==> src/sv/tmd_pkg.sv <==
// ----------------------------------------------------------------------------
// tmd_pkg: shared types and constants for the timed MIDI message delay
// Item layouts, queue sizing and MIDI status codes.
// ----------------------------------------------------------------------------
package tmd_pkg;

  localparam int unsigned QUEUE_DEPTH = 64;
  localparam int unsigned TIME_BITS   = 32;
  localparam int unsigned SLOT_W      = (QUEUE_DEPTH > 1) ? $clog2(QUEUE_DEPTH) : 1;
  localparam int unsigned PTR_W       = SLOT_W + 1;

  localparam logic [7:0] KIND_NOTE_ON  = 8'h90;
  localparam logic [7:0] KIND_NOTE_OFF = 8'h80;
  localparam logic [6:0] DATA_MAX      = 7'd127;

  // input item: one control tick
  typedef struct packed {
    logic [7:0]  message_kind;
    logic [4:0]  channel;
    logic [7:0]  note_number;
    logic [7:0]  velocity;
    logic [15:0] delay_ticks;
  } tmd_in_t;

  // result item: one per tick
  typedef struct packed {
    logic       send_valid;
    logic [7:0] status_byte;
    logic [6:0] data_first;
    logic [6:0] data_second;
    logic       dropped;
  } tmd_out_t;

  // classified tick passed from front to back
  typedef struct packed {
    logic        is_note;
    logic        note_on;
    logic [4:0]  chan0;
    logic [6:0]  first;
    logic [6:0]  second;
    logic [15:0] delay;
  } tmd_cmd_t;

  // queued message as stored in the ring
  typedef struct packed {
    logic                 note_on;
    logic [4:0]           chan0;
    logic [6:0]           first;
    logic [6:0]           second;
    logic [TIME_BITS-1:0] stamp;
  } tmd_entry_t;

  localparam int unsigned ENTRY_W = $bits(tmd_entry_t);

endpackage

==> src/sv/tmd_ram.sv <==
// ----------------------------------------------------------------------------
// tmd_ram: generic single-write, single-read RAM
// One write port and one read port with registered, enabled read data.
// ----------------------------------------------------------------------------
module tmd_ram #(
  parameter int unsigned WIDTH = 8,
  parameter int unsigned DEPTH = 16
) (
  input  logic                                     clk_i,
  input  logic                                     we_i,
  input  logic [((DEPTH > 1) ? $clog2(DEPTH) : 1)-1:0] waddr_i,
  input  logic [WIDTH-1:0]                         wdata_i,
  input  logic                                     re_i,
  input  logic [((DEPTH > 1) ? $clog2(DEPTH) : 1)-1:0] raddr_i,
  output logic [WIDTH-1:0]                         rdata_o
);

  logic [WIDTH-1:0] mem_q [DEPTH];
  logic [WIDTH-1:0] rdata_q;

  always_ff @(posedge clk_i) begin
    if (we_i) begin
      mem_q[waddr_i] <= wdata_i;
    end
    if (re_i) begin
      rdata_q <= mem_q[raddr_i];
    end
  end

  assign rdata_o = rdata_q;

endmodule

==> src/sv/tmd_front.sv <==
// ----------------------------------------------------------------------------
// tmd_front: tick intake and classification
// Classify each tick, clamp data bytes and hold it in a two-entry queue.
// ----------------------------------------------------------------------------
module tmd_front (
  input  logic             clk_i,
  input  logic             rst_ni,
  input  logic             in_valid_i,
  output logic             in_ready_o,
  input  tmd_pkg::tmd_in_t in_data_i,
  output logic             cmd_valid_o,
  input  logic             cmd_ready_i,
  output tmd_pkg::tmd_cmd_t cmd_data_o
);
  import tmd_pkg::*;

  tmd_cmd_t   slot_q [2];
  logic       wptr_q, wptr_d;
  logic       rptr_q, rptr_d;
  logic [1:0] count_q, count_d;
  tmd_cmd_t   cmd_new;
  logic       push, pop;

  // classify and clamp
  always_comb begin
    cmd_new.is_note = (in_data_i.message_kind == KIND_NOTE_ON) ||
                      (in_data_i.message_kind == KIND_NOTE_OFF);
    cmd_new.note_on = (in_data_i.message_kind == KIND_NOTE_ON);
    cmd_new.chan0   = in_data_i.channel - 5'd1;
    cmd_new.first   = in_data_i.note_number[7] ? DATA_MAX : in_data_i.note_number[6:0];
    cmd_new.second  = in_data_i.velocity[7] ? DATA_MAX : in_data_i.velocity[6:0];
    cmd_new.delay   = in_data_i.delay_ticks;
  end

  assign in_ready_o  = (count_q != 2'd2);
  assign cmd_valid_o = (count_q != 2'd0);
  assign cmd_data_o  = slot_q[rptr_q];
  assign push        = in_valid_i && in_ready_o;
  assign pop         = cmd_valid_o && cmd_ready_i;

  always_comb begin
    wptr_d  = push ? ~wptr_q : wptr_q;
    rptr_d  = pop ? ~rptr_q : rptr_q;
    count_d = count_q + {1'b0, push} - {1'b0, pop};
  end

  always_ff @(posedge clk_i or negedge rst_ni) begin
    if (!rst_ni) begin
      wptr_q  <= 1'b0;
      rptr_q  <= 1'b0;
      count_q <= 2'd0;
    end else begin
      wptr_q  <= wptr_d;
      rptr_q  <= rptr_d;
      count_q <= count_d;
    end
  end

  always_ff @(posedge clk_i) begin
    if (push) begin
      slot_q[wptr_q] <= cmd_new;
    end
  end

endmodule

==> src/sv/tmd_back.sv <==
// ----------------------------------------------------------------------------
// tmd_back: ring access and send decision
// Write the tick's message, fetch the queue head, test its age, emit result.
// ----------------------------------------------------------------------------
module tmd_back (
  input  logic              clk_i,
  input  logic              rst_ni,
  input  logic              cmd_valid_i,
  output logic              cmd_ready_o,
  input  tmd_pkg::tmd_cmd_t cmd_data_i,
  output logic              out_valid_o,
  input  logic              out_ready_i,
  output tmd_pkg::tmd_out_t out_data_o
);
  import tmd_pkg::*;

  localparam logic ST_ACCESS  = 1'b0;
  localparam logic ST_RESOLVE = 1'b1;

  localparam logic [PTR_W-1:0] PTR_LAST  = PTR_W'(2 * QUEUE_DEPTH - 1);
  localparam logic [PTR_W-1:0] PTR_DEPTH = PTR_W'(QUEUE_DEPTH);

  function automatic logic [SLOT_W-1:0] slot_of(input logic [PTR_W-1:0] ptr);
    logic [PTR_W-1:0] s;
    s = (ptr >= PTR_DEPTH) ? ptr - PTR_DEPTH : ptr;
    return s[SLOT_W-1:0];
  endfunction

  function automatic logic [PTR_W-1:0] advance(input logic [PTR_W-1:0] ptr);
    return (ptr == PTR_LAST) ? '0 : ptr + PTR_W'(1);
  endfunction

  logic                 state_q, state_d;
  logic [PTR_W-1:0]     rd_q, rd_d;
  logic [PTR_W-1:0]     wr_q, wr_d;
  logic [TIME_BITS-1:0] tick_q, tick_d;
  logic                 head_valid_q, head_valid_d;
  logic                 bypass_q, bypass_d;
  logic                 out_valid_q, out_valid_d;
  tmd_entry_t           byp_q;
  logic [15:0]          delay_q;
  logic                 dropped_q;
  tmd_out_t             out_q, out_d;

  logic                 empty, full, do_access, do_write, do_resolve, send;
  tmd_entry_t           wentry, head;
  logic [ENTRY_W-1:0]   rdata;
  logic [TIME_BITS-1:0] age;

  assign empty      = (wr_q == rd_q);
  assign full       = !empty && (slot_of(wr_q) == slot_of(rd_q));
  assign do_access  = (state_q == ST_ACCESS) && cmd_valid_i;
  assign do_write   = do_access && cmd_data_i.is_note && !full;
  assign do_resolve = (state_q == ST_RESOLVE) && (!out_valid_q || out_ready_i);
  assign cmd_ready_o = (state_q == ST_ACCESS);

  always_comb begin
    wentry.note_on = cmd_data_i.note_on;
    wentry.chan0   = cmd_data_i.chan0;
    wentry.first   = cmd_data_i.first;
    wentry.second  = cmd_data_i.second;
    wentry.stamp   = tick_q;
  end

  tmd_ram #(
    .WIDTH (ENTRY_W),
    .DEPTH (QUEUE_DEPTH)
  ) u_ram (
    .clk_i   (clk_i),
    .we_i    (do_write),
    .waddr_i (slot_of(wr_q)),
    .wdata_i (wentry),
    .re_i    (do_access),
    .raddr_i (slot_of(rd_q)),
    .rdata_o (rdata)
  );

  // an empty queue that takes a write has that write as its head
  assign head = bypass_q ? byp_q : tmd_entry_t'(rdata);
  assign age  = tick_q - head.stamp;
  assign send = head_valid_q && (age >= TIME_BITS'(delay_q));

  always_comb begin
    state_d      = state_q;
    rd_d         = rd_q;
    wr_d         = wr_q;
    tick_d       = tick_q;
    head_valid_d = head_valid_q;
    bypass_d     = bypass_q;
    out_valid_d  = out_valid_q && !out_ready_i;
    out_d        = '0;
    if (do_access) begin
      state_d      = ST_RESOLVE;
      head_valid_d = !empty || do_write;
      bypass_d     = empty && do_write;
      if (do_write) begin
        wr_d = advance(wr_q);
      end
    end
    if (do_resolve) begin
      state_d     = ST_ACCESS;
      out_valid_d = 1'b1;
      tick_d      = tick_q + TIME_BITS'(1);
      out_d.dropped = dropped_q;
      if (send) begin
        rd_d               = advance(rd_q);
        out_d.send_valid   = 1'b1;
        out_d.status_byte  = (head.note_on ? KIND_NOTE_ON : KIND_NOTE_OFF) |
                             {3'b000, head.chan0};
        out_d.data_first   = head.first;
        out_d.data_second  = head.second;
      end
    end
  end

  always_ff @(posedge clk_i or negedge rst_ni) begin
    if (!rst_ni) begin
      state_q      <= ST_ACCESS;
      rd_q         <= '0;
      wr_q         <= '0;
      tick_q       <= '0;
      head_valid_q <= 1'b0;
      bypass_q     <= 1'b0;
      out_valid_q  <= 1'b0;
    end else begin
      state_q      <= state_d;
      rd_q         <= rd_d;
      wr_q         <= wr_d;
      tick_q       <= tick_d;
      head_valid_q <= head_valid_d;
      bypass_q     <= bypass_d;
      out_valid_q  <= out_valid_d;
    end
  end

  always_ff @(posedge clk_i) begin
    if (do_access) begin
      byp_q     <= wentry;
      delay_q   <= cmd_data_i.delay;
      dropped_q <= cmd_data_i.is_note && full;
    end
    if (do_resolve) begin
      out_q <= out_d;
    end
  end

  assign out_valid_o = out_valid_q;
  assign out_data_o  = out_q;

endmodule

==> src/sv/timed_midi_message_delay.sv <==
// ----------------------------------------------------------------------------
// timed_midi_message_delay: timestamped delay queue for MIDI note messages
// A tick passes through the front queue, then the back end's access and resolve
// states, into the output register. The back end takes a new tick only after the
// last one's ring write/read and the age test on the registered head entry.
// Reset (async, active low): empty queue, tick count zero, no result pending.
// ----------------------------------------------------------------------------
module timed_midi_message_delay (
  input  logic              clk_i,
  input  logic              rst_ni,
  input  logic              in_valid_i,
  output logic              in_ready_o,
  input  tmd_pkg::tmd_in_t  in_data_i,
  output logic              out_valid_o,
  input  logic              out_ready_i,
  output tmd_pkg::tmd_out_t out_data_o
);
  import tmd_pkg::*;

  // Front to back channel: one classified tick per item. The front holds up
  // to two ticks so the input side keeps moving while the back end works or
  // waits on a stalled output.
  logic     cmd_valid;
  logic     cmd_ready;
  tmd_cmd_t cmd_data;

  // Front: decode note-on / note-off, convert the channel to zero-based form
  // and clamp both data bytes before queueing. Other status bytes still form
  // a tick, since every tick yields one result and advances time.
  tmd_front u_front (
    .clk_i       (clk_i),
    .rst_ni      (rst_ni),
    .in_valid_i  (in_valid_i),
    .in_ready_o  (in_ready_o),
    .in_data_i   (in_data_i),
    .cmd_valid_o (cmd_valid),
    .cmd_ready_i (cmd_ready),
    .cmd_data_o  (cmd_data)
  );

  // Back: the access state writes a note message into the ring (or drops it when the
  // ring is full) and fetches the oldest entry; the resolve state compares its age
  // to the tick's delay, sends at most one message, advances the tick count
  // and loads the output register. The output register lets the back end start
  // the next tick's access while a result waits; resolve waits until it is taken.
  tmd_back u_back (
    .clk_i       (clk_i),
    .rst_ni      (rst_ni),
    .cmd_valid_i (cmd_valid),
    .cmd_ready_o (cmd_ready),
    .cmd_data_i  (cmd_data),
    .out_valid_o (out_valid_o),
    .out_ready_i (out_ready_i),
    .out_data_o  (out_data_o)
  );

endmodule

==> config.mk <==
export PLATFORM = sky130hd
export DESIGN_NAME = timed_midi_message_delay
export DESIGN_NICKNAME = d
export VERILOG_FILES = /design/src/sv/tmd_pkg.sv /design/src/sv/tmd_ram.sv /design/src/sv/tmd_front.sv /design/src/sv/tmd_back.sv /design/src/sv/timed_midi_message_delay.sv
export SDC_FILE = /design/constraint.sdc
export NUM_CORES = 2
export LEC_CHECK = 0
export BUFFER_PORTS_ARGS = -buffer_cell sky130_fd_sc_hd__buf_2
export CAP_MARGIN = 20
export CORE_UTILIZATION = 50
export DETAILED_ROUTE_END_ITERATION = 8
export GPL_ROUTABILITY_DRIVEN = 0
export PLACE_DENSITY = 0.65
export RECOVER_POWER = 100
export SLEW_MARGIN = 20
export SYNTH_ARGS = -nofsm -noshare
export SYNTH_HDL_FRONTEND = slang
export SYNTH_SLANG_ARGS = --single-unit
==> constraint.sdc <==
create_clock -name clk_i -period 6.1 [get_ports clk_i]
set_input_delay 0.915 -clock clk_i [delete_from_list [all_inputs] [get_ports clk_i]]
set_output_delay 0.915 -clock clk_i [all_outputs]
set_load 0.01 [all_outputs]
==> flow_summary_export.csv <==
group,metric,value,unit
route,vias_per_cell,6.47,
cells_and_area,final_cells,10034,
pwr,p_per_area,446,nW/um^2
route,drt-total-wl,358,mm
cells_and_area,multi_input_area,29800,um^2
synth,synthesis.area,138000,um^2
grt,grt_max_degree,130,
setup_path,cp-startpoint,"u_back.rd_q[1]$_DFFE_PN0P_",
setup_path,crit_path_end_kind,"register",
place,io_buffers,72,
route,wl_met2,173,mm
route,drc,0,
timing,worstMarginPinSlew,4.19,ns
setup_path,r2r_setup_slack,0.12,ns
setup_path,crit_arrival,6.56,ns
hold_path,hold_depth,1,
grt,grtUsageTotal,25.8,%
timing,fin_skew,0.0516,ns
floorplan,num_rows,192,
synth,synthTopCellsByArea,"edfxtp_1 (77%), mux4_2 (18%), dfrtp_1 (0.98%), ha_1 (0.50%), clkbuf_1 (0.46%)",
pwr,ir_drop,0.587,mV
route,top_layer_used,"met5",
setup_path,start_kind,"register",
setup_path,cp.depth,5,
grt,grt_pass1_wl,500,mm
route,met3_length,33.0,mm
timing,fin_crit_sh,98.1,%
pwr,leakage,47.8,nW
route,drt_iter0_drc,8967,
floorplan,io_pins,75,
cts,htree_levels,5,
job,cap_viol_max_count,116,
cts,cts_tree,"built",
setup_path,crit_path_frequent_cell,"mux4_2",
timing,drv_slew,5124,
cts,numClockSinks,3599,
floorplan,die_area,279000,um^2
cells_and_area,drive_gt1_share,29.6,%
synth,synth-seq-cells,3599,
route,vias,64893,
setup_path,cpMaxStageDelayCell,"clkbuf_4",
cells_and_area,n_fill_cell,19699,
synth,synth.most_common_cell,"edfxtp_1",
cts,postCtsSetupBuffers,0,
floorplan,die_h,528,um
synth,async_flop_share,1.50,%
place,dp.cells,9383,
floorplan,die_x,528,um
setup_path,cpPeakStageDelay,1.79,ns
synth,synth_seq_area_share,77.9,%
cells_and_area,register_area,108000,um^2
floorplan,coreArea,275000,um^2
outcome,status,"finished with violations",
setup_path,critical_path.endpoint,"u_back.u_ram.rdata_o[8]$_DFFE_PP_",
timing,grt_setup_unrepaired,"no",
timing,period_needed,5.98,ns
timing,relSlewSlack,-179,%
cts,clk_pin_slew,0.06,ns
setup_path,crit_family,"buffers and inverters",
synth,synth-edff-count,3545,
cells_and_area,area_delta_synth_final,12.1,%
grt,grt_pass1_vias,65223,
timing,setup-violations-final,0,
timing,setup_tns,0,ns
setup_path,cp_num_buf_inv,2,
synth,ys_warn_count,0,
grt,antenna_found_initial,13,
cts,cts_root_buf,"clkbuf_16",
floorplan,start_util,50.4,%
cts,cts.path.max_buffers,4,
route,dr.pass1.iters,6,
setup_path,reg2reg_to,"u_back.u_ram.rdata_o[8]$_DFFE_PP_",
setup_path,worstSetupPathType,"register to register",
timing,fmax,0.167,GHz
cts,cts_buffers,360,
synth,yosysTopAreaCell,"edfxtp_1",
route,wl_per_cell,35.6,um
synth,netlist_instances,5696,
cts,clk_latency,0.90,ns
route,route.layer.met1.wl,138,mm
setup_path,required,6.68,ns
setup_path,cp_max_fo,129,
cells_and_area,nets,6164,
place,dp_hpwl,192,mm
synth,avgSynthCellArea,24.3,um^2
synth,synthTopCellsByCount,"edfxtp_1 (3,545), mux4_2 (1,092), clkbuf_1 (169)",
synth,netlist.area_leader.share,76.9,%
setup_path,r2r_start,"u_back.rd_q[1]$_DFFE_PN0P_",
setup_path,r2r_cells,5,
grt,overflow,0,
hold_path,min_path_type,"input pin to register",
synth,synth.distinct_cells,71,
route,drtAntennaViolNets,0,
timing,hold_viol_final,0,
synth,synth_ff_type,"edfxtp_1",
setup_path,crit_chain,"clkbuf_2, clkbuf_4, mux4_2, mux4_2, mux4_2",
outcome,failed_checks,"capacitance limit, slew limit",
## power breakdown
group / switching [mW] / leakage, nW / total (mW) / internal, mW
Clock: 9.22 / 5.44 / 21.3 / 12.1
Sequential: 0.512 / 32.9 / 30.4 / 29.9
Combinational: 10.1 / 9.51 / 17.6 / 7.47
Total: 19.8 / 47.8 / 69.2 / 49.4
## metrics by stage
stage	hold WS [ns]	area, um^2	power, mW	utilization [%]	setup WS (ns)
2_1_floorplan	0.400	138000	42.7	-	1.01
3_3_place_gp	0.505	145000	48.3	52.8	0.499
3_5_place_dp	0.505	145000	48.5	52.8	0.399
4_1_cts	0.134	156000	69.6	56.8	0.373
5_1_grt	0.159	155000	71.5	56.5	0.0500
6_report	0.199	155000	69.2	56.5	0.118
## cell usage in the layout, fill, tap and decap left out, drive strengths merged, types with 14 or more instances in the layout
| cell | Yosys | final |
|---|---|---|
| o21ai | 23 | 23 |
| a21oi | 48 | 48 |
| nand2 | 61 | 61 |
| mux2i | 54 | 54 |
| bufinv | 0 | 26 |
| nor2 | 124 | 124 |
| nor3 | 14 | 14 |
| mux2 | 42 | 42 |
| xnor2 | 50 | 50 |
| nand4 | 16 | 16 |
| clkbuf | 170 | 661 |
| edfxtp | 3545 | 3545 |
| dfrtp | 54 | 54 |
| ha | 55 | 55 |
| xor2 | 21 | 21 |
| nand3 | 32 | 32 |
| mux4 | 1092 | 1092 |
| buf | 110 | 80 |
| or2 | 18 | 18 |
| inv | 39 | 53 |
| clkinv | 0 | 135 |
## flip-flops by register name, indices dropped and copies added (netlist names), 2 cells and up
signal / cells
u_back.u_ram.mem_q: 3328
u_front.slot_q: 74
u_back.byp_q: 52
u_back.u_ram.rdata_o: 52
u_back.tick_q: 32
u_back.out_data_o: 22
u_back.delay_q: 16
u_back.rd_q: 7
u_back.wr_q: 7
u_front.count_q: 2
## area by class of cell
class                   count  share of cell area [%]
diodes                      9                  0.0145
clock buffers             461                    6.08
clock inverters           181                    1.14
inverters                  39                  0.0943
multi-input cells        1779                    19.2
flip-flops and latches   3599                    69.5
well taps                3686                    2.97
repair buffers            280                    1.03
## worst min-delay path by stage
stage,from,slack (ns),endpoint
finish,in_data_i[13],0.20,u_front.slot_q[0][13]$_DFFE_PP_
CTS,in_data_i[13],0.13,u_front.slot_q[0][13]$_DFFE_PP_
global placement,u_back.wr_q[6]$_DFFE_PN0P_,0.51,u_back.wr_q[6]$_DFFE_PN0P_
global route,in_data_i[13],0.16,u_front.slot_q[0][13]$_DFFE_PP_
detailed placement,u_back.state_q$_DFFE_PN0P_,0.51,u_back.out_valid_o$_DFF_PN0_
floorplan,u_back.dropped_q$_DFFE_PP_,0.40,u_back.out_data_o[0]$_DFFE_PP_
## logic make-up (layout without fill, tap and decap cells)
family / Yosys count / count (layout) / share of synthesized area (%)
AND/OR/NAND/NOR: 322 / 322 / 1.10
buffers and inverters: 319 / 961 / 0.882
other: 1 / 11 / 0.00271
adder cells (fa/ha/maj): 56 / 56 / 0.512
flip-flops: 3599 / 3599 / 77.9
AO/OA/AOI/OAI: 140 / 140 / 0.681
XOR/XNOR: 71 / 71 / 0.449
multiplexers: 1188 / 1188 / 18.5
## timing repair
item	CTS	global route
endpoints found under the setup margin	0	23
gates resized for setup	0	2
hold buffers	0	0
## routing by layer
| metal | vias up | track usage [%] |
|---|---|---|
| li1 | 25288 | - |
| met1 | 35492 | 36.6 |
| met2 | 3470 | 40.9 |
| met3 | 641 | 4.61 |
| met4 | 2 | 8.38 |
| met5 | - | 0 |
Note: power is estimated with default switching activity, not from simulation.
